[src/hdl/s2uv_pkg.sv]
package s2uv_pkg;

  // Internal CORDIC word: Q2.30 with headroom for the unfolded angle range.
  localparam int ANG_W = 34;
  localparam int ATAN_ENTRIES = 24;

  typedef logic signed [ANG_W-1:0] s2uv_word_t;

  typedef struct packed {
    s2uv_word_t x;
    s2uv_word_t y;
    s2uv_word_t z;
  } s2uv_rot_t;

  // Payload handed from cell to cell.
  typedef struct packed {
    s2uv_rot_t lon;
    s2uv_rot_t lat;
    logic      neg_lon;
    logic      neg_lat;
    logic      last;
  } s2uv_cell_t;

  typedef struct packed {
    s2uv_word_t z;
    logic       neg;
  } s2uv_fold_t;

  localparam logic signed [17:0] LON_BOUND = 18'sd102944;
  localparam logic signed [16:0] LAT_BOUND = 17'sd51472;
  localparam s2uv_word_t HALF_PI_Q30 = 34'sd1686629713;
  localparam s2uv_word_t PI_Q30      = 34'sd3373259426;
  localparam s2uv_word_t K_INF_Q30   = 34'sd652032874;
  // Two thirds of the gain constant, used for the finite-length correction.
  localparam s2uv_word_t K_TWO_THIRDS = 34'sd434688582;

  localparam logic signed [17:0] OUT_ONE = 18'sd65536;
  localparam logic signed [63:0] PROD_HALF = 64'sh0000_0800_0000_0000;
  localparam s2uv_word_t SIN_HALF = 34'sh0_0000_2000;

  localparam logic [31:0] ATAN_Q30 [ATAN_ENTRIES] = '{
    32'd843314857, 32'd497837829, 32'd263043837, 32'd133525159,
    32'd67021687,  32'd33543516,  32'd16775851,  32'd8388437,
    32'd4194283,   32'd2097149,   32'd1048576,   32'd524288,
    32'd262144,    32'd131072,    32'd65536,     32'd32768,
    32'd16384,     32'd8192,      32'd4096,      32'd2048,
    32'd1024,      32'd512,       32'd256,       32'd128
  };

  // Folds an angle outside [-pi/2, pi/2] back by pi; results get negated later.
  function automatic s2uv_fold_t fold(input s2uv_word_t a);
    s2uv_fold_t f;
    f.z   = a;
    f.neg = 1'b0;
    if (a > HALF_PI_Q30) begin
      f.z   = a - PI_Q30;
      f.neg = 1'b1;
    end else if (a < -HALF_PI_Q30) begin
      f.z   = a + PI_Q30;
      f.neg = 1'b1;
    end
    return f;
  endfunction

  // Saturates a wide signed value to the unit range of the Q2.16 output.
  function automatic logic signed [17:0] sat_unit(input logic signed [63:0] v);
    logic signed [17:0] r;
    if (v > 64'(OUT_ONE)) begin
      r = OUT_ONE;
    end else if (v < -64'(OUT_ONE)) begin
      r = -OUT_ONE;
    end else begin
      r = v[17:0];
    end
    return r;
  endfunction

endpackage

[src/hdl/s2uv_cell.sv]
module s2uv_cell #(
  parameter int IDX = 0
) (
  input  logic                 clk,
  input  logic                 rst_n,
  input  logic                 vld_i,
  input  s2uv_pkg::s2uv_cell_t dat_i,
  input  logic                 ready_i,
  output logic                 ready_o,
  output logic                 vld_o,
  output s2uv_pkg::s2uv_cell_t dat_o
);

  localparam s2uv_pkg::s2uv_word_t ATAN =
    s2uv_pkg::s2uv_word_t'(s2uv_pkg::ATAN_Q30[IDX]);

  // One rotation-mode micro-rotation; both updates use the old x and y.
  function automatic s2uv_pkg::s2uv_rot_t rotate(input s2uv_pkg::s2uv_rot_t r);
    s2uv_pkg::s2uv_rot_t  o;
    s2uv_pkg::s2uv_word_t dx;
    s2uv_pkg::s2uv_word_t dy;
    dx = $signed(r.y) >>> IDX;
    dy = $signed(r.x) >>> IDX;
    if (!r.z[s2uv_pkg::ANG_W-1]) begin
      o.x = r.x - dx;
      o.y = r.y + dy;
      o.z = r.z - ATAN;
    end else begin
      o.x = r.x + dx;
      o.y = r.y - dy;
      o.z = r.z + ATAN;
    end
    return o;
  endfunction

  s2uv_pkg::s2uv_cell_t dat_nxt;
  s2uv_pkg::s2uv_cell_t dat_r;
  logic                 vld_r;

  always_comb begin
    dat_nxt     = dat_i;
    dat_nxt.lon = rotate(dat_i.lon);
    dat_nxt.lat = rotate(dat_i.lat);
  end

  assign ready_o = !vld_r || ready_i;

  always_ff @(posedge clk) begin
    if (!rst_n) begin
      vld_r <= 1'b0;
    end else if (ready_o) begin
      vld_r <= vld_i;
    end
  end

  always_ff @(posedge clk) begin
    if (ready_o && vld_i) begin
      dat_r <= dat_nxt;
    end
  end

  assign vld_o = vld_r;
  assign dat_o = dat_r;

endmodule

[config.mk]
export PLATFORM = sky130hd
export DESIGN_NAME = s2uv_cell
export DESIGN_NICKNAME = d
export VERILOG_FILES = /design/src/hdl/s2uv_pkg.sv /design/src/hdl/s2uv_cell.sv
export SDC_FILE = /design/constraint.sdc
export NUM_CORES = 1
export LEC_CHECK = 0
export BUFFER_PORTS_ARGS = -buffer_cell sky130_fd_sc_hd__buf_4
export CORE_MARGIN = 2
export CORE_UTILIZATION = 40
export CTS_BUF_LIST = sky130_fd_sc_hd__clkbuf_2 sky130_fd_sc_hd__clkbuf_4 sky130_fd_sc_hd__clkbuf_8
export DETAILED_ROUTE_END_ITERATION = 6
export GPL_TIMING_DRIVEN = 0
export PLACE_DENSITY_LB_ADDON = 0.08
export SLEW_MARGIN = 25
export SYNTH_ARGS = -nofsm -noshare
export SYNTH_HDL_FRONTEND = slang
export SYNTH_SLANG_ARGS = --single-unit
[constraint.sdc]
create_clock -name clk -period 8.4 [get_ports clk]
set_input_delay 0.84 -clock clk [delete_from_list [all_inputs] [get_ports clk]]
set_output_delay 0.84 -clock clk [all_outputs]
set_load 0.1 [all_outputs]
Word level (Yosys, flattened, before mapping) --
Index checks and enable logic that the tools add are counted.
Word-level totals: latch bits 0, memories 0, word-level logic and storage cells 25, flip-flop bits (word level) 208, bits in read-only memories 0, memory bits (writable) 0, output and inout bits 209, input port bits 211
Cells by class: multipliers 0, muxes and demuxes 2, eq/ne operators 0, $lt $le $gt $ge 0, shift-type cells 0, div/mod/pow operators 0, $add $sub $neg 10, reductions and logical operators 3, bitwise gates (word level) 0
Operator list (count):
- $mux W102 | 2
- $sub A34 B34 Y34 | 4
- $add A34 B31 Y34 const B | 2
- $add A34 B34 Y34 | 2
- $sub A34 B31 Y34 const B | 2
- $logic_and A1 B1 Y1 | 1
- $logic_not A1 Y1 | 1
- $logic_or A1 B1 Y1 | 1

Longest topological paths before layout --
Gate-level depths: netlist (run 1).
depth in word-level cells 3, depth in mapped cells 14, mapped depth without buffers 12

Least setup slack after synthesis (run 1) --
No wires, ideal clock.
path type in2reg, start point in ready_i, end point reg dat_r (netlist bit dat_o[0]) (enable), arrival time 6.408 ns, path buffers 0, slack 1.403 ns, stages on the path 2, required time 7.811 ns, cells stage by stage nand2b_1 -> and2_1
Between the ends: longest elaborated chain between the ends 2
RTL lines:
- start, declared | RTL line s2uv_cell.sv:8 | input logic ready_i,
- $logic_or A1 B1 Y1 | RTL line s2uv_cell.sv:46 | assign ready_o = !vld_r || ready_i;
- $logic_and A1 B1 Y1 | RTL line s2uv_cell.sv:57 | if (ready_o && vld_i) begin
- end signal, assigned | RTL line s2uv_cell.sv:58 | dat_r <= dat_nxt;
- end, declared | RTL line s2uv_cell.sv:37 | s2uv_pkg::s2uv_cell_t dat_r;
Every way passes these cells. A chain may end at the register's enable or synchronous reset.

==> run summary, run 1 <==
The run finished with clean final reports. Setup violations remaining at the end of the flow were counted as 0. The number of buffers inserted for hold repair after clock tree synthesis is 0.

The critical path goes through buf_4 > clkbuf_1 > inv_1 > clkbuf_1 > buf_2 > ha_1 > a211oi_1 > o21ai_1 > o22ai_1 > a211oi_1 > or3_1 > a31o_2 > or4_4 > a31oi_1 > o21a_1. Net switching is 48.3% of the power. TritonCTS built the clock tree. Counting both buffers and inverters, the worst setup path holds a total of 5. The synthesized design contains 205 enable-type register cells. The number of gates resized after CTS came out at 0.

The largest single stage delay on the critical path is 750 ps. For the clock sink count, the log shows 206. For the critical path arrival, the log shows 5440 ps. Measured along the x axis, the die boundary spans 233 um. The H-tree was split into 2 levels. Global routing used 27.8% of the available tracks across all layers.

The logs give 2.42 mW for the switching power total and 0.146 mV for the largest vdd supply drop. Ratio of cells with drive above 1 in the final layout: 19.4%. Counting flops and latches in the post-synthesis netlist gives 206. At the worst endpoint, the required time is 8880 ps. The final estimated routing congestion in global placement is 0.944, and the core area is 52200 um2. For this run, the number of Yosys warnings is 0. In this run the static leakage power is 11.6 nW. Counting every instance in the synthesized netlist gives 2445.

The tools report the final non-filler cell total as 3637. Relative to the synthesized area, the layout overhead comes to 23.6%. The number of nets still failing antenna checks after routing is 0, and the internal power contribution is 2.60 mW.

Final number of max-transition violations: 0. For this run, the register share of the synthesized area comes to 29.4%. The setup slack at placement is 2900 ps. Derived from the worst setup path, the maximum achievable clock frequency is 0.201 GHz. Ranked by total cell area, the synthesized netlist is headed by edfxtp_1, ha_1, a21oi_1. The total negative slack for setup checks is 0 ps, and the design area is 26000 um2. The worst hold path belongs to the class in -> reg. Global routing finished with a remaining overflow of 0. STA classifies the critical path endpoint as a flip-flop. The initial antenna violation count is 10. Total design power: 5.02 mW. Hold timing on the final database bottoms out at a slack of 415 ps. Biggest area consumer among synthesized cells: edfxtp_1. For the overall die area, the log shows 54400 um2. The mean area per synthesized cell was 8.60 um2.

The startpoint class of the critical path is an input pin. At the end of the flow the core is filled with cells to 49.7%. Synthesis instantiated 94 different standard cells from the library. Clock latency of the later-clocked register in the worst-skew pair: 600 ps. The first-pass GRT wire length is 116000 um.

Buffers added to address setup during post-CTS repair amount to 0. The via count of the first global-routing pass was 19.9k. Clock-pin slew was measured on the worst setup and hold paths at 60 ps.

CTS placed an instance of clkbuf_8 at the clock tree root. Clock tree synthesis inserted a total of 41 buffers. The detailed router finished its first iteration with 1705 violations. Net count after synthesis: 2926. The die is 233 um tall.

The number of ports placed on the die boundary came out at 420. Grouping stages by cell kind, the critical path spends the most delay in buffers and inverters. Setup repair after global routing left no endpoint under its margin. Entering global routing, the biggest net connects 54 pins. The worst setup path is of the in -> reg kind. After detailed routing, the number of vias per cell comes to 5.65.

Of the post-synthesis cell area, the dominant cell type holds 29.3%. The master of the slowest instance on the critical path is buf_2. The floorplan has 84 rows.

The tool flagged a number of max-cap violations equal to 0. Summed over all layers, the routed wires come to 78200 um. The run gives 20.9% as the clock network fraction of total power.

The slew at the pin closest to its max-slew limit was 1050 ps; the post-place instance area was 25200 um2. Detailed routing inserted a total of 20.5k vias. For this run, the leading register cell type out of synthesis is edfxtp_1.

The slack of the critical path is 3440 ps. The initial utilization of the core area, before any placement, comes to 40.3%. The HPWL reported at the end of detailed placement is 62500 um, and the cell count after placement is 3557. Headroom to the max-slew limit came out at 30.3%. The mapped netlist covers 21000 um2. Of all nets on the critical path, the largest fanout is 26.

The tools report the final layout net count as 3393. In the finished design, the share of the clock period the worst path needs comes to 59.1%. For the power share of the sequential group, the log shows 27.5%. The power per cell area is 193 nW/um2, and the number of buffer cells added on primary ports is 419. The pre-antenna-repair detailed-routing pass consisted of 6 iterations. The routed wirelength normalized by instance count was 21.5 um; the combinational group share of total power was 51.7%. Clock skew on the completed layout was measured at 10.1 ps. The total count of hold-check failures in the final report was 0. The final critical-path required period is 4960 ps, and the async set-reset flop share out of synthesis is 0%. For the count of unresolved DRC violations after routing, the log shows 0. The longest clock path from root to sink contains 3 buffers.
## flip-flops by register name (all words and copies together), names as in the netlist
| signal | count |
|---|---|
| dat_o | 205 |
| vld_o | 1 |
## final cells by class
class | count | area [um2]
sequential | 206 | 6180
timing repair buffer | 424 | 3270
clock buffer | 55 | 682
tap | 688 | 861
antenna | 5 | 12.5
fill | 5068 | 26200
clock inverter | 20 | 130
buffer | 97 | 409
multi-input combinational | 1917 | 13600
inverter | 225 | 845
## placed cells by master, fill, tap and decap left out, drive strengths merged, types with 10 or more instances in the layout
cell / count
buf: 461
a21oi: 281
ha: 262
inv: 223
edfxtp: 205
nor2: 193
o21ai: 181
xnor2: 155
nand2: 129
clkbuf: 115
a21o: 73
nor3: 47
o21bai: 40
nor2b: 40
a211oi: 39
nand3: 37
o21a: 35
nand2b: 31
o211ai: 31
xor2: 28
a31oi: 28
nand4: 24
mux2i: 23
and3: 22
o31ai: 19
or3: 17
clkinv: 17
o22ai: 12
nor4: 11
a21boi: 10
## cell families after synthesis
family / Yosys count / share of synthesized area, %
AOI/OAI and AO/OA: 852 / 26.1
and+or+nand+nor: 589 / 13.5
buffers and inverters: 322 / 5.96
DFF: 206 / 29.4
xor gates and xnor gates: 183 / 7.62
muxes: 23 / 1.09
adders and majority gates: 270 / 16.4
## final timing paths
| path | slack, ps | to | from | cells past startpoint |
|---|---|---|---|---|
| setup reg to reg | 6680 | dat_o[186]$_DFFE_PP_ | vld_o$_SDFFE_PN0N_ | 4 |
| setup / recovery | 3440 | dat_o[138]$_DFFE_PP_ | dat_i[138] | 15 |
| hold / removal | 410 | dat_o[2]$_DFFE_PP_ | dat_i[2] | 1 |
| hold reg to reg | 550 | vld_o$_SDFFE_PN0N_ | vld_o$_SDFFE_PN0N_ | 2 |
## synth_stat cells (23+ instances only)
cell	n
a21oi_1	279
ha_1	262
inv_1	221
edfxtp_1	205
nor2_1	191
o21ai_0	172
xnor2_1	155
nand2_1	129
a21o_1	73
clkbuf_1	59
nor3_1	47
o21bai_1	40
nor2b_1	39
nand3_1	37
a211oi_1	36
o21a_1	35
nand2b_1	31
o211ai_1	29
xor2_1	28
a31oi_1	26
nand4_1	24
mux2i_1	23
## power by group through the flow
stage / combinational (mW) / sequential, mW / clock [mW]
3_3_place_gp: 2.55 / 1.41 / 0
3_5_place_dp: 2.57 / 1.40 / 0
6_report: 2.59 / 1.38 / 1.05
5_1_grt: 2.74 / 1.39 / 1.13
2_1_floorplan: 0.927 / 2.37 / 0
4_1_cts: 2.58 / 1.38 / 1.09
## routing by layer
| metal | global-route usage (%) | vias up | routed length, um |
|---|---|---|---|
| li1 | - | 9804 | - |
| met1 | 39.2 | 9788 | 35600 |
| met2 | 41.6 | 805 | 33300 |
| met3 | 7.51 | 131 | 7240 |
| met4 | 7.60 | 12 | 2020 |
| met5 | 0 | - | 90 |
(Power assumes the default switching activity.)
==> inputs of run 2 (changes only) <==
==> constraint.sdc (replaced) <==
create_clock -name clk -period 4.1 [get_ports clk]
set_input_delay 0.41 -clock clk [delete_from_list [all_inputs] [get_ports clk]]
set_output_delay 0.41 -clock clk [all_outputs]
set_load 0.1 [all_outputs]
==> run 2 against run 1 <==
Sequential power grew 110%; power grew 100%; register-to-register slack lost 4700 ps; critical path type unchanged; largest cell class unchanged; largest power group unchanged.
==> run summary, run 2 (synthesized netlist as in run 1, its figures left out) <==
The register with the most flip-flops in the layout has 205 of them. Footprint of the multi-input gates: 13600 um2. The maximum clock rate is 0.263 GHz. Setup repair after global routing left no endpoint under its margin. Along the worst hold path, the cell count comes to 2. Number of ports placed on the die boundary: 420. Clock latency on the worst-skew pair, taken at its later pin, is 630 ps.

Measured against its own limit, the worst slew margin works out to 25.5%. The final cycle utilization of the critical path was 92.6%. The endpoint identified for the worst register-to-register timing path is dat_o[187]$_DFFE_PP_. The final layout contains routed wiring with a total length of 78000 um. The buffer depth of the longest clock path is 3. The worst setup path is launched from an input pin.

The cell leakage power was 11.5 nW. The path with the worst hold slack has its endpoint at vld_o$_SDFFE_PN0N_. TritonCTS built the clock tree. In this run the register-to-register setup slack is 2020 ps. After filler insertion, the fill cell instance count of the layout stands at 5114. For the final number of max-transition violations, the log shows 0. The power per cell area was 394 nW/um2; the final estimated routing congestion in global placement was 0.951. The die is 233 um wide. The via count of the first global-routing pass is 19.9k. The number of nets still failing antenna checks after routing is 0. The worst hold path belongs to the class in -> reg.

The category of the most critical setup path was in -> reg. The overall die area is 54400 um2, and the worst-case hold slack is 49.3 ps. Summed over all failing endpoints, the final setup total negative slack is 0 ps. After detailed placement, the design holds a cell count of 3557. In the final layout, flip-flops and latches occupy 6180 um2. In the routed design, unresolved DRC markers number 0. The tools report the first-pass iteration count of the detailed router as 6.

The run finished with clean final reports. The count of buffers added on input and output ports is 419. The initial antenna violation count is 9, and the total count of hold-check failures in the final report is 0. The largest vdd supply drop came out at 0.251 mV.

The cell sitting at the root of the clock tree is a clkbuf_8. The clock period could shrink to 3800 ps. Commonest non-fill, non-tap cell in the layout: buf_4.

STA puts the critical path data arrival time at 4220 ps. Across the run, the number of max-cap violations was 0. The setup slack at placement was -934 ps.

Of all nets on the critical path, the largest fanout is 22. The tree built by TritonCTS fans out to 206 sinks. Once routing completed, OpenROAD measured the worst setup slack at 303 ps. In this run the most critical hold path is launched from rst_n. TritonCTS created 43 clock buffers.

The HPWL reported at the end of detailed placement came out at 62200 um. The number of vias per cell after detailed routing came out at 5.66. H-tree level count: 2.

The site row count is 84. The starting density of the core came out at 40.3%. The worst setup path is captured at a flip-flop. The startpoint identified for the worst register-to-register timing path is vld_o$_SDFFE_PN0N_. Setup violations remaining at the end of the flow were counted as 0. The first-pass GRT wire length is 115000 um, and the area growth from synthesis to layout is 23.6%. For this block, the initial DRC count from the detailed router was 1938. The final layout contains 3395 nets.

For this run, the number of standard cells in the final layout without fillers is 3634. At the pin with the least slew margin, the transition time is 1120 ps. In the layout the commonest cells are buf_4, a21oi_1, ha_1. The leftover overflow at the end of global routing is 0. The clock slew seen by the registers of the worst setup and hold paths came out at 60 ps. The final route contains 20.6k vias.

The number of cells on the worst reg-to-reg path is 5. Launch point of the worst path: dat_i[36]. The critical path required time was 4520 ps; the overall die height was 233 um.

Once the clock tree was built, the setup fixing pass inserted 0 buffers. The setup clock skew after layout was 36.3 ps. The routed wirelength normalized by instance count works out to 21.5 um.

The largest net degree at the start of global routing was 54; the core area was 52200 um2. Of the cells placed in the final design, the portion with a size suffix greater than 1 is 19.3%. In the global route stage, overall resource usage came out at 27.7%.
## run 2: cell count changes in the layout (fill, tap and decap cells not counted)
cell / before / now
buf_4: 424 / 425
buf_2: 20 / 19
dlygate4sd3_1: 0 / 3
clkinv_2: 7 / 5
clkinvlp_4: 4 / 3
clkbuf_8: 43 / 44
clkinv_1: 10 / 11
inv_1: 221 / 220
clkbuf_4: 12 / 10
diode_2: 5 / 6
clkbuf_1: 59 / 56
## run 2: routing by layer
metal | global-route usage (%) | share of wire (%) | wire length (um)
met5 | 0 | 0.081 | 63
met3 | 7.82 | 9.3 | 7240
met1 | 38.9 | 46 | 35600
met4 | 8.08 | 2.6 | 2040
met2 | 41.1 | 42 | 33100
## run 2: area by class of cell
cell class	instances	area share [%]
Antenna cell	6	0.0578
Buffer	94	1.54
Clock buffer	54	2.62
Clock inverter	17	0.419
Inverter	225	3.26
Multi-Input combinational cell	1917	52.3
Sequential cell	206	23.8
Tap cell	688	3.31
Timing Repair Buffer	427	12.7
## run 2: worst max-delay path by stage
stage	endpoint	slack, ps
global route	dat_o[36]$_DFFE_PP_	50
floorplan	dat_o[35]$_DFFE_PP_	420
CTS	dat_o[36]$_DFFE_PP_	10
detailed placement	dat_o[134]$_DFFE_PP_	-930
global placement	dat_o[36]$_DFFE_PP_	-1680
finish	dat_o[36]$_DFFE_PP_	300
## run 2: what timing repair did
item                                    in CTS  in global routing
gates resized for setup                      1                  1
endpoints found under the setup margin       5                  5
hold endpoints to repair                     3                  0
pin swaps                                    0                  0
hold buffers                                 3                  0
## run 2: metrics by stage
| stage | power (mW) | utilization, % | area [um2] |
|---|---|---|---|
| after global placement | 8.10 | 47.9 | 25000 |
| after floorplan | 6.74 | - | 21000 |
| after global routing | 10.7 | 49.7 | 26000 |
| after detailed placement | 8.12 | 48.2 | 25200 |
| after CTS | 10.3 | 49.7 | 26000 |
| final | 10.3 | 49.8 | 26000 |
## run 2: power breakdown
group          internal (mW)  switching [mW]
registers               2.74          0.0917
clock network           1.14           0.966
logic                   1.43            3.88
## run 2: critical path, cell delays in order
cell and delay, ps:
buf_4 290, clkinvlp_4 440, buf_2 330, buf_12 190, ha_1 280, a21o_1 150
a21oi_1 270, o21ai_0 160, a21oi_1 240, or3_1 210, o211ai_1 150, a211oi_1 510
o21ai_0 250, a221oi_1 300
