**src/hdl/s2uv_pkg.sv**
```systemverilog
package s2uv_pkg;

  // Internal CORDIC word: Q2.30 with headroom for the unfolded angle range.
  localparam int ANG_W = 34;
  localparam int ATAN_ENTRIES = 24;

  typedef logic signed [ANG_W-1:0] s2uv_word_t;

  typedef struct packed {
    s2uv_word_t x;
    s2uv_word_t y;
    s2uv_word_t z;
  } s2uv_rot_t;

  // Payload handed from cell to cell.
  typedef struct packed {
    s2uv_rot_t lon;
    s2uv_rot_t lat;
    logic      neg_lon;
    logic      neg_lat;
    logic      last;
  } s2uv_cell_t;

  typedef struct packed {
    s2uv_word_t z;
    logic       neg;
  } s2uv_fold_t;

  localparam logic signed [17:0] LON_BOUND = 18'sd102944;
  localparam logic signed [16:0] LAT_BOUND = 17'sd51472;
  localparam s2uv_word_t HALF_PI_Q30 = 34'sd1686629713;
  localparam s2uv_word_t PI_Q30      = 34'sd3373259426;
  localparam s2uv_word_t K_INF_Q30   = 34'sd652032874;
  // Two thirds of the gain constant, used for the finite-length correction.
  localparam s2uv_word_t K_TWO_THIRDS = 34'sd434688582;

  localparam logic signed [17:0] OUT_ONE = 18'sd65536;
  localparam logic signed [63:0] PROD_HALF = 64'sh0000_0800_0000_0000;
  localparam s2uv_word_t SIN_HALF = 34'sh0_0000_2000;

  localparam logic [31:0] ATAN_Q30 [ATAN_ENTRIES] = '{
    32'd843314857, 32'd497837829, 32'd263043837, 32'd133525159,
    32'd67021687,  32'd33543516,  32'd16775851,  32'd8388437,
    32'd4194283,   32'd2097149,   32'd1048576,   32'd524288,
    32'd262144,    32'd131072,    32'd65536,     32'd32768,
    32'd16384,     32'd8192,      32'd4096,      32'd2048,
    32'd1024,      32'd512,       32'd256,       32'd128
  };

  // Folds an angle outside [-pi/2, pi/2] back by pi; results get negated later.
  function automatic s2uv_fold_t fold(input s2uv_word_t a);
    s2uv_fold_t f;
    f.z   = a;
    f.neg = 1'b0;
    if (a > HALF_PI_Q30) begin
      f.z   = a - PI_Q30;
      f.neg = 1'b1;
    end else if (a < -HALF_PI_Q30) begin
      f.z   = a + PI_Q30;
      f.neg = 1'b1;
    end
    return f;
  endfunction

  // Saturates a wide signed value to the unit range of the Q2.16 output.
  function automatic logic signed [17:0] sat_unit(input logic signed [63:0] v);
    logic signed [17:0] r;
    if (v > 64'(OUT_ONE)) begin
      r = OUT_ONE;
    end else if (v < -64'(OUT_ONE)) begin
      r = -OUT_ONE;
    end else begin
      r = v[17:0];
    end
    return r;
  endfunction

endpackage

```
**src/hdl/s2uv_front.sv**
```systemverilog
module s2uv_front #(
  parameter int CORDIC_STAGES = 16
) (
  input  logic                     clk,
  input  logic                     rst_n,
  input  logic                     in_valid,
  input  logic signed [17:0]       in_longitude,
  input  logic signed [16:0]       in_latitude,
  input  logic                     in_last_point,
  input  logic                     ready_i,
  output logic                     ready_o,
  output logic                     vld_o,
  output s2uv_pkg::s2uv_cell_t     dat_o
);

  localparam s2uv_pkg::s2uv_word_t GAIN =
    s2uv_pkg::K_INF_Q30 + (s2uv_pkg::K_TWO_THIRDS >>> (2 * CORDIC_STAGES));

  logic signed [17:0]         lon_sat;
  logic signed [16:0]         lat_sat;
  s2uv_pkg::s2uv_fold_t       lon_fold;
  s2uv_pkg::s2uv_fold_t       lat_fold;
  s2uv_pkg::s2uv_cell_t       dat_nxt;
  s2uv_pkg::s2uv_cell_t       dat_r;
  logic                       vld_r;

  always_comb begin
    if (in_longitude > s2uv_pkg::LON_BOUND) begin
      lon_sat = s2uv_pkg::LON_BOUND;
    end else if (in_longitude < -s2uv_pkg::LON_BOUND) begin
      lon_sat = -s2uv_pkg::LON_BOUND;
    end else begin
      lon_sat = in_longitude;
    end
    if (in_latitude > s2uv_pkg::LAT_BOUND) begin
      lat_sat = s2uv_pkg::LAT_BOUND;
    end else if (in_latitude < -s2uv_pkg::LAT_BOUND) begin
      lat_sat = -s2uv_pkg::LAT_BOUND;
    end else begin
      lat_sat = in_latitude;
    end
    // Q3.15 to Q2.30 is a left shift by 15.
    lon_fold = s2uv_pkg::fold({{(s2uv_pkg::ANG_W-33){lon_sat[17]}}, lon_sat, 15'b0});
    lat_fold = s2uv_pkg::fold({{(s2uv_pkg::ANG_W-32){lat_sat[16]}}, lat_sat, 15'b0});
    dat_nxt.lon.x   = GAIN;
    dat_nxt.lon.y   = '0;
    dat_nxt.lon.z   = lon_fold.z;
    dat_nxt.lat.x   = GAIN;
    dat_nxt.lat.y   = '0;
    dat_nxt.lat.z   = lat_fold.z;
    dat_nxt.neg_lon = lon_fold.neg;
    dat_nxt.neg_lat = lat_fold.neg;
    dat_nxt.last    = in_last_point;
  end

  assign ready_o = !vld_r || ready_i;

  always_ff @(posedge clk) begin
    if (!rst_n) begin
      vld_r <= 1'b0;
    end else if (ready_o) begin
      vld_r <= in_valid;
    end
  end

  always_ff @(posedge clk) begin
    if (ready_o && in_valid) begin
      dat_r <= dat_nxt;
    end
  end

  assign vld_o = vld_r;
  assign dat_o = dat_r;

endmodule

```
**config.mk**
```make
export PLATFORM = sky130hd
export DESIGN_NAME = s2uv_front
export DESIGN_NICKNAME = d
export VERILOG_FILES = /design/src/hdl/s2uv_pkg.sv /design/src/hdl/s2uv_front.sv
export SDC_FILE = /design/constraint.sdc
export NUM_CORES = 1
export LEC_CHECK = 0
export BUFFER_PORTS_ARGS = -buffer_cell sky130_fd_sc_hd__buf_4
export CORE_AREA = 10 10 152 84
export CTS_CLUSTER_SIZE = 20
export DETAILED_ROUTE_END_ITERATION = 6
export DIE_AREA = 0 0 162 94
export GPL_TIMING_DRIVEN = 0
export PLACE_DENSITY = 0.86
export SLEW_MARGIN = 10
export SYNTH_ARGS = -nofsm -noshare
export SYNTH_HDL_FRONTEND = slang
export SYNTH_SLANG_ARGS = --single-unit
```
**constraint.sdc**
```tcl
create_clock -name clk -period 12.6 [get_ports clk]
set_clock_uncertainty 0.1 [all_clocks]
set_input_delay 0.63 -clock clk [delete_from_list [all_inputs] [get_ports clk]]
set_output_delay 0.63 -clock clk [all_outputs]
set_load 0.02 [all_outputs]
```
**Yosys cells after proc, flatten, opt, wreduce, memory -nomap -nowiden**

Index checks and enable logic that the tools add are counted.

- Add/sub/neg operators: 4
- Order comparisons: 8
- Mux-type cells: 8
- Reduce and logical (&&, ||, !) cells: 3

Operator list:

| kind | count |
|---|---|
| 35-bit two-way mux | 4 |
| 18-bit two-way mux | 2 |
| 32-bit by 33-bit adder with 34-bit output (second input constant) | 1 |
| 33-bit by 33-bit adder with 34-bit output (second input constant) | 1 |
| 17-bit two-way mux | 2 |
| 32-bit by 33-bit subtractor with 34-bit output (second input constant) | 1 |
| 33-bit by 33-bit subtractor with 34-bit output (second input constant) | 1 |
| 33-bit by 32-bit greater-than comparator with 1-bit output (second input constant) | 1 |
| 33-bit by 32-bit less-than comparator with 1-bit output (second input constant) | 1 |
| 32-bit greater-than comparator (second input constant) | 1 |
| 32-bit less-than comparator (second input constant) | 1 |
| 18-bit greater-than comparator (second input constant) | 1 |
| 18-bit less-than comparator (second input constant) | 1 |
| 17-bit greater-than comparator (second input constant) | 1 |
| 17-bit less-than comparator (second input constant) | 1 |
| 1-bit logical AND | 1 |
| 1-bit zero test | 1 |
| 1-bit logical OR | 1 |

- Bits in registers: 72
- Bits of input ports: 40
- Output and inout port bits: 209
- Logic and storage cells: 29

**Longest topological paths before layout**

Gate-level depths: netlist (run 1).

- Depth in word-level cells: 6
- Mapped depth: 25

**Least setup slack after synthesis (run 1)**

OpenSTA, ideal clock, no wires.

- Path type: input-to-reg
- Start: input port in_longitude[12]
- End: register dat_r (netlist bit dat_o[132]), data pin
- Setup time: 0.255 ns
- Data arrival time: 4.378 ns
- Setup slack: 7.867 ns
- Cell stages on the path: 21
- Path buffers: 6
- Cells stage by stage: clkbuf_1 -> inv_1 -> o21ai_0 -> and3_1 -> o31ai_1 -> ha_1 -> clkbuf_1 -> clkbuf_1 -> clkbuf_1 -> nor2_1 -> nand2_1 -> ha_1 -> or3b_1 -> a311oi_1 -> o31ai_1 -> nand2b_1 -> buf_6 -> clkinv_2 -> buf_6 -> o211ai_1 -> a31o_1

RTL lines:

| what | line | text |
|---|---|---|
| start: declaration | s2uv_front.sv:7 | `input logic signed [17:0] in_longitude,` |
| end signal: assignment | s2uv_front.sv:68 | `dat_r <= dat_nxt;` |
| end: declaration | s2uv_front.sv:24 | `s2uv_pkg::s2uv_cell_t dat_r;` |

==> flow_summary_export.csv, run 1 <==
group,metric,value,unit
pwr,powerDensity,101,mW/mm^2
placed_design,post-place-ws,6.53,ns
clock_network,insertion_delay,0.29,ns
placed_design,place.gp.congestion,0.963,
logic_synthesis,async_reset_ff_share,0,%
grt,grt_busiest_layer,"met2",
grt,grt_use_met1,19.8,%
timing,worst_pin_slew,0.656,ns
pwr,power,675,uW
setup_path,critPathCaptureType,"flip-flop",
route,via_per_inst,4.92,
grt,grt_max_degree,25,
setup_path,arrival,5.93,ns
floorplan,num_rows,26,
timing,finalSetupTns,0,ns
timing,slew_violations,0,
setup_path,crit_buf_inv,7,
timing,fin_crit,6.01,ns
grt,grt_pass1_wl,24.3,mm
setup_path,critPathLaunchType,"primary input",
route,wl_per_cell,15.9,um
clock_network,cts_tree,"built",
setup_path,cp.required,12.52,ns
clock_network,cts_resized,0,
logic_synthesis,avgSynthCellArea,8.14,um^2
timing,fmax,166,MHz
clock_network,numCtsBuffers,5,
worst_hold_path,min-delay-start,"in_last_point",
timing,setup_violations,0,
clock_network,cts_hold_buf,0,
route,num_vias,4959,
clock_network,cts_max_level,2,
clock_network,cts_root_buf,"clkbuf_16",
setup_path,r2r-start,"vld_o$_SDFFE_PN0N_",
cells_and_area,n_antenna_cell,0,
route,drtAntennaViolNets,0,
cells_and_area,synthToLayoutAreaGrowth,32.6,%
floorplan,chipHeight,94,um
floorplan,dieArea,0.0152,mm^2
timing,finalHoldViolCount,0,
worst_hold_path,min_path_type,"primary input to flip-flop",
pwr,ir_drop,0.0656,mV
placed_design,io_buffers,102,
timing,period_share,47.7,%
logic_synthesis,ys.flop_type,"edfxtp_1",
grt,grt_pass1_vias,4723,
setup_path,cp.depth,23,
status,status,"finished clean",
route,drt_wl_total,16.0,mm
setup_path,cp_slowest_cell,"a311oi_1",
grt,grt_usage,19.2,%
clock_network,path_clk_slew,0.07,ns
route,initialDrtViolationCount,468,
grt,grt_overflow,0,
route,dr.pass1.iters,6,
logic_synthesis,netlist_area,0.00505,mm^2
timing,rsz0062_at_grt,"no",
setup_path,crit_fanout,10,
clock_network,cts.sinks,46,
setup_path,rr_worst_depth,3,
pwr,leakage,0.00326,uW
setup_path,slowest_delay,0.51,ns
clock_network,post_cts_buffers,0,
cells_and_area,final_nets,917,
logic_synthesis,ys_seq_elements,46,
clock_network,cts_buffer_depth,2,
timing,relSlewSlack,55.9,%
grt,grt_use_met3,7.17,%
setup_path,critPathKind,"primary input to flip-flop",
floorplan,die_x,162,um
setup_path,reg2reg_setup_slack,11.01,ns
logic_synthesis,synth_cell_type_count,74,
route,drc,0,
setup_path,r2r_end,"dat_o[34]$_DFFE_PP_",
job,drv_cap,0,
placed_design,dp.final_hpwl,13.2,mm
floorplan,boundaryPins,249,
worst_hold_path,hold_path_depth,1,
timing,fin_ws,6.59,ns
setup_path,worstPathCellList,"buf_4 > and3_1 > a21oi_1 > o21ai_0 > and3_1 > o31ai_1 > ha_1 > clkbuf_1 > clkbuf_1 > clkbuf_1 > nor2_1 > nand2_1 > ha_1 > or3b_1 > a311oi_1 > o31ai_1 > nand2b_1 > buf_6 > clkinv_2 > buf_6 > nand2_1 > a21oi_1 > o32ai_1",
logic_synthesis,yosys_warnings,0,
worst_hold_path,whs_endpoint,"dat_o[0]$_DFFE_PP_",
logic_synthesis,netlist_instances,621,
logic_synthesis,synth_edf_count,45,
grt,grt_use_met2,36.4,%
floorplan,initial_utilization,50.4,%
cells_and_area,drive_above_1_share,35.5,%
logic_synthesis,ys_seq_area_share,27.1,%
setup_path,crit_family,"buffers and inverters",
grt,antenna_found_initial,0,
setup_path,crit_top_cell,"clkbuf_1",
floorplan,core,0.0100,mm^2
==> kinds of logic after synthesis <==
kind of cell	count (synthesis)	synth area share (%)
xor+xnor	17	2.95
fa+ha+maj	10	2.48
other cells	2	0.149
mux	3	0.594
compound gates	154	20.5
buf+inv	210	28.2
simple gates	179	18.0
flops	46	27.1
==> cell usage after synthesis (all sizes together), types with 7 or more instances <==
cell type	n	share of area (%)
buf	172	25
nor2	49	3.6
edfxtp	45	27
nand2	42	3.3
o21ai	41	4.3
a21oi	37	3.8
inv	19	1.4
clkbuf	18	1.3
nor3	16	1.7
nand3	15	1.6
ha	10	2.5
nand2b	9	1.1
o22ai	9	1.1
xnor2	9	1.6
xor2	8	1.4
nor2b	7	0.87
==> cell type report <==
class / count / area [um^2]
Tap cell: 140 / 175
Inverter: 20 / 76.3
Multi-Input combinational cell: 501 / 2770
Sequential cell: 46 / 1370
Clock buffer: 5 / 125
Buffer: 190 / 1350
Timing Repair Buffer: 103 / 793
Fill cell: 846 / 3320
Clock inverter: 3 / 43.8
==> state kept, by name, summed over array words and instances (netlist names) <==
signal	count
dat_o	45
vld_o	1
==> worst register-to-register path, cell delays in order, from the launching register on <==
cell	delay, ns
dfxtp_1	0.32
nand2b_1	0.10
and2_2	0.51
buf_16	0.25
==> layer usage <==
| layer | wire length (um) | vias to the layer above | part of all wire (%) |
|---|---|---|---|
| met2 | 8300 | 347 | 52 |
| li1 | - | 2385 | - |
| met3 | 2050 | 38 | 13 |
| met5 | 0 | - | 0 |
| met4 | 310 | 0 | 1.9 |
| met1 | 5350 | 2189 | 33 |
==> how the worst max path moves through the flow <==
stage	to	slack, ns	start
CTS	dat_o[125]$_DFFE_PP_	6.80	in_longitude[5]
global route	dat_o[127]$_DFFE_PP_	6.49	in_longitude[12]
floorplan	dat_o[132]$_DFFE_PP_	7.87	in_longitude[12]
finish	dat_o[125]$_DFFE_PP_	6.59	in_longitude[5]
detailed placement	dat_o[125]$_DFFE_PP_	6.53	in_longitude[5]
global placement	dat_o[125]$_DFFE_PP_	6.50	in_longitude[5]
==> cell usage in the layout, fill, tap and decap left out, types with 6 or more instances in the layout <==
master    instances
edfxtp_1         45
xor2_1            8
nand3_1          14
or2_2             6
o22ai_1           9
a21oi_1          35
conb_1          138
nand2b_1          9
o21a_1            6
ha_1             10
nor2b_1           7
o21ai_0          38
o31ai_1           6
nor2_1           49
clkbuf_1         18
nand2_1          39
buf_2             7
a31oi_1           6
nor3_1           15
xnor2_1           9
inv_1            19
buf_4           265
==> power by group <==
part,switching [uW],internal [uW],leakage (uW)
logic,189,129,0.00273
registers,6.77,197,0.000443
clock network,58.8,94.0,0.0000842
==> through the flow <==
| step | utilization (%) | hold slack [ns] | area (um^2) | cells |
|---|---|---|---|---|
| 2_1_floorplan | - | 0.629 | 5560 | 757 |
| 3_5_place_dp | 65.2 | 0.485 | 6530 | 1000 |
| 3_3_place_gp | 64.9 | 0.416 | 6500 | 999 |
| 6_report | 66.9 | 0.421 | 6700 | 1008 |
| 4_1_cts | 66.9 | 0.420 | 6700 | 1008 |
| 5_1_grt | 66.9 | 0.422 | 6700 | 1008 |
(Power assumes the default switching activity.)
==> run 2, diff against run 1 <==
--- a/config.mk
+++ b/config.mk
@@ -6,12 +6,12 @@
 export NUM_CORES = 1
 export LEC_CHECK = 0
 export BUFFER_PORTS_ARGS = -buffer_cell sky130_fd_sc_hd__buf_4
-export CORE_AREA = 10 10 152 84
+export CORE_AREA = 10 10 157 86
 export CTS_CLUSTER_SIZE = 20
 export DETAILED_ROUTE_END_ITERATION = 6
-export DIE_AREA = 0 0 162 94
+export DIE_AREA = 0 0 167 96
 export GPL_TIMING_DRIVEN = 0
-export PLACE_DENSITY = 0.86
+export PLACE_DENSITY = 0.82
 export SLEW_MARGIN = 10
 export SYNTH_ARGS = -nofsm -noshare
 export SYNTH_HDL_FRONTEND = slang
==> constraint.sdc (replaced) <==
create_clock -name clk -period 5.6 [get_ports clk]
set_clock_uncertainty 0.1 [all_clocks]
set_input_delay 0.28 -clock clk [delete_from_list [all_inputs] [get_ports clk]]
set_output_delay 0.28 -clock clk [all_outputs]
set_load 0.02 [all_outputs]
==> flow_summary_export.csv, run 2 (synthesis results as in run 1) <==
group,metric,value,unit
status,status,"finished clean",
route,num_vias,4919,
cells_and_area,layout_commonest_cell,"buf_4",
pwr,leakage,0.00328,uW
placed_design,io_buffers,102,
grt,grt_pass1_vias,4539,
floorplan,die_x,167,um
grt,antenna_found_initial,0,
grt,grt_max_degree,29,
worst_hold_path,hold_path_depth,1,
timing,period_share,95.9,%
cells_and_area,final_nets,916,
grt,grt_overflow,0,
placed_design,dp.final_hpwl,15.1,mm
cells_and_area,fillCellCount,936,
setup_path,crit_fanout,10,
timing,worst_pin_slew,0.843,ns
timing,fin_ws,0.232,ns
setup_path,rr_worst_depth,3,
floorplan,dieArea,0.0160,mm^2
route,wl_per_cell,17.6,um
floorplan,chipHeight,96,um
job,drv_cap,0,
timing,hold_ws,0.0762,ns
clock_network,cts_tree,"built",
floorplan,initial_utilization,46.9,%
setup_path,arrival,5.27,ns
grt,grt_usage,20.9,%
cells_and_area,final_cell_area,0.00674,mm^2
worst_hold_path,min_path_type,"primary input to flip-flop",
timing,relSlewSlack,43.3,%
timing,fin_crit,5.37,ns
pwr,powerDensity,236,mW/mm^2
pwr,ir_drop,0.132,mV
setup_path,critPathKind,"primary input to flip-flop",
pwr,power,1590,uW
route,drtAntennaViolNets,0,
placed_design,post-place-ws,-0.320,ns
timing,finalHoldViolCount,0,
cells_and_area,synthToLayoutAreaGrowth,33.5,%
timing,rsz0062_at_grt,"no",
route,dr.pass1.iters,6,
cells_and_area,largest_reg_flops,45,
timing,setup_violations,0,
floorplan,core,0.0108,mm^2
cells_and_area,drive_above_1_share,36.3,%
route,via_per_inst,4.86,
grt,grt_pass1_wl,26.6,mm
timing,fmax,186,MHz
timing,slew_violations,0,
clock_network,cts.sinks,46,
setup_path,critPathCaptureType,"flip-flop",
setup_path,cp.required,5.50,ns
cells_and_area,final_cell_mix,"buf_4 (265), conb_1 (138), nor2_1 (49)",
clock_network,cts_max_level,2,
route,initialDrtViolationCount,443,
placed_design,dp.cells,1005,
floorplan,boundaryPins,249,
clock_network,numCtsBuffers,5,
clock_network,cts_buffer_depth,2,
route,drc,0,
placed_design,place.gp.congestion,1.01,
clock_network,insertion_delay,0.29,ns
setup_path,critPathLaunchType,"primary input",
cells_and_area,n_antenna_cell,0,
clock_network,path_clk_slew,0.07,ns
cells_and_area,instances_no_fill,1012,
clock_network,cts_root_buf,"clkbuf_16",
clock_network,cts_hold_buf,0,
route,drt_wl_total,17.8,mm
floorplan,num_rows,27,
placed_design,place_area,0.00653,mm^2
run 2: cell types whose count changed in the layout (fill, tap and decap cells not counted), sizes merged:
cell / before / now
inv: 20 / 19
clkbuf: 23 / 22
bufinv: 1 / 2
run 2: metal layers:
layer / vias to the layer above / part of all wire (%) / GRT usage (%)
met1: 2175 / 44 / 29.4
met5: - / 0 / 0
li1: 2391 / - / -
met4: 0 / 0.40 / 2.47
met3: 8 / 18 / 13.1
met2: 345 / 37 / 26.2
run 2: where the power goes:
group | total [uW] | switching [uW] | internal, uW
registers | 460 | 16.3 | 444
clock network | 387 | 130 | 257
logic | 744 | 452 | 292
total | 1590 | 599 | 992
run 2: what timing repair did:
action | 4_1_cts | 5_1_grt
pin swaps | 0 | 0
gates resized for setup | 1 | 9
setup endpoints to repair | 1 | 23
gates cloned | 0 | 0
setup buffers | 0 | 0
run 2: final cells by class:
cell class / count / area [um^2] / share of cell area (%)
Buffer: 189 / 1350 / 20.0
Clock buffer: 5 / 125 / 1.86
Clock inverter: 3 / 68.8 / 1.02
Inverter: 20 / 76.3 / 1.13
Multi-Input combinational cell: 501 / 2780 / 41.3
Sequential cell: 46 / 1370 / 20.3
Tap cell: 145 / 181 / 2.69
Timing Repair Buffer: 103 / 786 / 11.7
run 2: critical path, cell delays in order:
cell and delay [ns]:
buf_4 0.11, clkbuf_1 0.41, a41oi_1 0.08, nor2_1 0.12, nor2_1 0.04, o21ai_0 0.15
nand2_1 0.08, ha_1 0.26, clkbuf_1 0.24, clkbuf_2 0.26, o21ai_0 0.35, inv_1 0.15
ha_1 0.24, nand2_1 0.18, nor2_1 0.07, nor2_1 0.10, nor2_1 0.06, a21oi_1 0.14
o21ai_0 0.13, and3_1 0.19, ha_1 0.44, o211ai_1 0.23, or3_1 0.41, o2bb2ai_1 0.14
a22oi_1 0.19, o221ai_1 0.20
run 2: path summary, 6_finish.rpt:
kind                                             to  slack [ns]                from
worst max-delay path            dat_o[26]$_DFFE_PP_        0.23      in_latitude[8]
worst min-delay path             dat_o[0]$_DFFE_PP_        0.08       in_last_point
worst max register to register  dat_o[24]$_DFFE_PP_        4.01  vld_o$_SDFFE_PN0N_
worst min register to register   vld_o$_SDFFE_PN0N_        0.46  vld_o$_SDFFE_PN0N_
run 2: metrics by stage:
| stage | TNS (ns) | util, % |
|---|---|---|
| floorplan | 0 | - |
| global placement | -3.56 | 60.4 |
| detailed placement | -3.02 | 60.6 |
| CTS | 0 | 62.4 |
| global route | 0 | 62.6 |
| finish | 0 | 62.6 |
==> run 3, diff against run 2 <==
--- a/config.mk
+++ b/config.mk
@@ -5,11 +5,12 @@
 export SDC_FILE = /design/constraint.sdc
 export NUM_CORES = 1
 export LEC_CHECK = 0
+export ABC_AREA = 1
 export BUFFER_PORTS_ARGS = -buffer_cell sky130_fd_sc_hd__buf_4
-export CORE_AREA = 10 10 157 86
+export CORE_AREA = 10 10 117 119
 export CTS_CLUSTER_SIZE = 20
 export DETAILED_ROUTE_END_ITERATION = 6
-export DIE_AREA = 0 0 167 96
+export DIE_AREA = 0 0 127 129
 export GPL_TIMING_DRIVEN = 0
 export PLACE_DENSITY = 0.82
 export SLEW_MARGIN = 10
==> flow_summary_export.csv, run 3 <==
group,metric,value,unit
status,status,"finished clean",
cells_and_area,n_antenna_cell,0,
setup_path,critPathCaptureType,"flip-flop",
timing,fmax,253,MHz
job,drv_cap,0,
setup_path,cp_slowest_cell,"ha_1",
timing,rsz0062_at_grt,"no",
placed_design,dp.final_hpwl,12.9,mm
setup_path,crit_fanout,10,
grt,grt_pass1_wl,23.3,mm
route,via_per_inst,4.38,
logic_synthesis,async_reset_ff_share,0,%
logic_synthesis,ys.flop_type,"edfxtp_1",
setup_path,reg2reg_setup_slack,3.97,ns
logic_synthesis,synth_commonest_cells,"nand2_1 (228), buf_4 (163), inv_1 (92)",
clock_network,numCtsBuffers,5,
timing,hold_ws,0.0646,ns
logic_synthesis,yosys-top-cells-area,"edfxtp_1 (25%), buf_4 (22%), nand2_1 (16%)",
route,wl_per_cell,12.2,um
clock_network,cts_max_level,2,
route,num_vias,5324,
setup_path,crit_family,"simple AND/OR/NAND/NOR gates",
timing,setup_violations,0,
setup_path,cp.required,5.53,ns
setup_path,endpoint,"dat_o[18]$_DFFE_PP_",
logic_synthesis,synth_top_area_share,24.8,%
cells_and_area,final_cell_mix,"buf_4 (273), nand2_1 (228), conb_1 (138)",
floorplan,die_x,127,um
cells_and_area,drive_above_1_share,30.7,%
grt,grt_usage,16.8,%
logic_synthesis,ys_seq_area_share,25.1,%
grt,grt_overflow,0,
route,dr.pass1.iters,5,
timing,period_share,70.6,%
timing,worst_pin_slew,0.547,ns
setup_path,cp.depth,21,
timing,finalSetupTns,0,ns
floorplan,initial_utilization,48.2,%
logic_synthesis,synth_edf_count,45,
cells_and_area,final_nets,1122,
worst_hold_path,min_path_type,"primary input to flip-flop",
floorplan,num_rows,39,
grt,grt_pass1_vias,4817,
cells_and_area,synthToLayoutAreaGrowth,32.2,%
timing,finalHoldViolCount,0,
clock_network,insertion_delay,0.28,ns
floorplan,core,0.0113,mm^2
grt,antenna_found_initial,0,
timing,slew_violations,0,
setup_path,slowest_delay,0.38,ns
logic_synthesis,netlist_instances,817,
logic_synthesis,synth_area_leader_cell,"edfxtp_1",
floorplan,chipHeight,129,um
clock_network,cts_resized,0,
clock_network,cts_buffer_depth,2,
setup_path,rr_worst_depth,3,
clock_network,cts_hold_buf,0,
setup_path,worstPathCellList,"buf_4 > nand4_1 > nand2_1 > nand3_1 > a21oi_1 > o31ai_1 > ha_1 > clkbuf_1 > buf_2 > or2_2 > nand2_1 > inv_1 > ha_1 > nand3_1 > nor3_1 > o21ai_0 > nand3_1 > ha_1 > clkbuf_1 > nand2_1 > xor2_1",
clock_network,path_clk_slew,0.07,ns
logic_synthesis,synth_cell_type_count,39,
timing,relSlewSlack,63.2,%
setup_path,r2r_end,"dat_o[130]$_DFFE_PP_",
pwr,ir_drop,0.142,mV
clock_network,cts_tree,"built",
logic_synthesis,synth_most_common_cell,"nand2_1",
pwr,leakage,0.00410,uW
floorplan,boundaryPins,249,
setup_path,critPathLaunch,"in_latitude[4]",
logic_synthesis,avgSynthCellArea,6.68,um^2
clock_network,cts_root_buf,"clkbuf_16",
setup_path,crit_buf_inv,5,
clock_network,post_cts_buffers,0,
setup_path,r2r-start,"vld_o$_SDFFE_PN0N_",
route,drtAntennaViolNets,0,
setup_path,arrival,3.88,ns
route,drt_wl_total,14.9,mm
setup_path,critPathKind,"primary input to flip-flop",
logic_synthesis,ys_seq_elements,46,
cells_and_area,utilization,63.7,%
logic_synthesis,yosys_warnings,0,
setup_path,critPathLaunchType,"primary input",
pwr,powerDensity,232,mW/mm^2
placed_design,place.gp.congestion,0.904,
cells_and_area,largest_reg_flops,45,
timing,fin_crit,3.95,ns
logic_synthesis,netlist_area,0.00546,mm^2
route,drc,0,
clock_network,cts.sinks,46,
grt,grt_max_degree,18,
cells_and_area,layout_commonest_cell,"buf_4",
route,initialDrtViolationCount,377,
placed_design,io_buffers,110,
floorplan,dieArea,0.0164,mm^2
==> run 3: worst min path at each step <==
| stage | startpoint | end | slack, ns | depth (start not counted) |
|---|---|---|---|---|
| after floorplan | in_last_point | dat_o[0]$_DFFE_PP_ | 0.28 | 0 |
| after global placement | in_last_point | dat_o[0]$_DFFE_PP_ | 0.36 | 1 |
| after detailed placement | in_last_point | dat_o[0]$_DFFE_PP_ | 0.37 | 1 |
| after CTS | in_last_point | dat_o[0]$_DFFE_PP_ | 0.06 | 1 |
| after global routing | in_last_point | dat_o[0]$_DFFE_PP_ | 0.06 | 1 |
| final | in_last_point | dat_o[0]$_DFFE_PP_ | 0.06 | 1 |
==> run 3: cell families after synthesis <==
| group | Yosys count | share of synthesized area (%) |
|---|---|---|
| compound gates | 47 | 4.81 |
| xor+xnor | 19 | 3.19 |
| fa+ha+maj | 10 | 2.29 |
| buf+inv | 270 | 30.4 |
| flops | 46 | 25.1 |
| other cells | 2 | 0.138 |
| simple gates | 423 | 34.0 |
==> run 3: routing by layer <==
| metal | global-route usage [%] | share of wire [%] |
|---|---|---|
| met1 | 20.7 | 43 |
| met2 | 27.6 | 45 |
| met3 | 5.91 | 11 |
| met4 | 3.55 | 0.78 |
| met5 | 0 | 0 |
==> run 3: report_power, final <==
| group | leakage [uW] | total, uW | switching [uW] | internal (uW) |
|---|---|---|---|---|
| Sequential | 0.000446 | 470 | 18.9 | 451 |
| Combinational | 0.00356 | 825 | 509 | 315 |
| Clock | 0.0000915 | 377 | 123 | 254 |
==> run 3: final cells by class <==
cell class	count	area [um^2]
clock buffer	5	125
inverter	96	363
multi-input combinational	637	2950
timing repair buffer	112	868
tap	143	179
clock inverter	3	63.8
buffer	174	1300
sequential	46	1370
fill	1066	4110
==> run 3: through the flow <==
step	worst slack, ns	instance area (um^2)	total power, uW	std cells
floorplan	2.10	5970	1070	953
global placement	1.45	6970	1280	1206
detailed placement	1.38	7030	1290	1208
CTS	1.69	7220	1670	1216
global route	1.25	7220	1780	1216
finish	1.65	7220	1670	1216
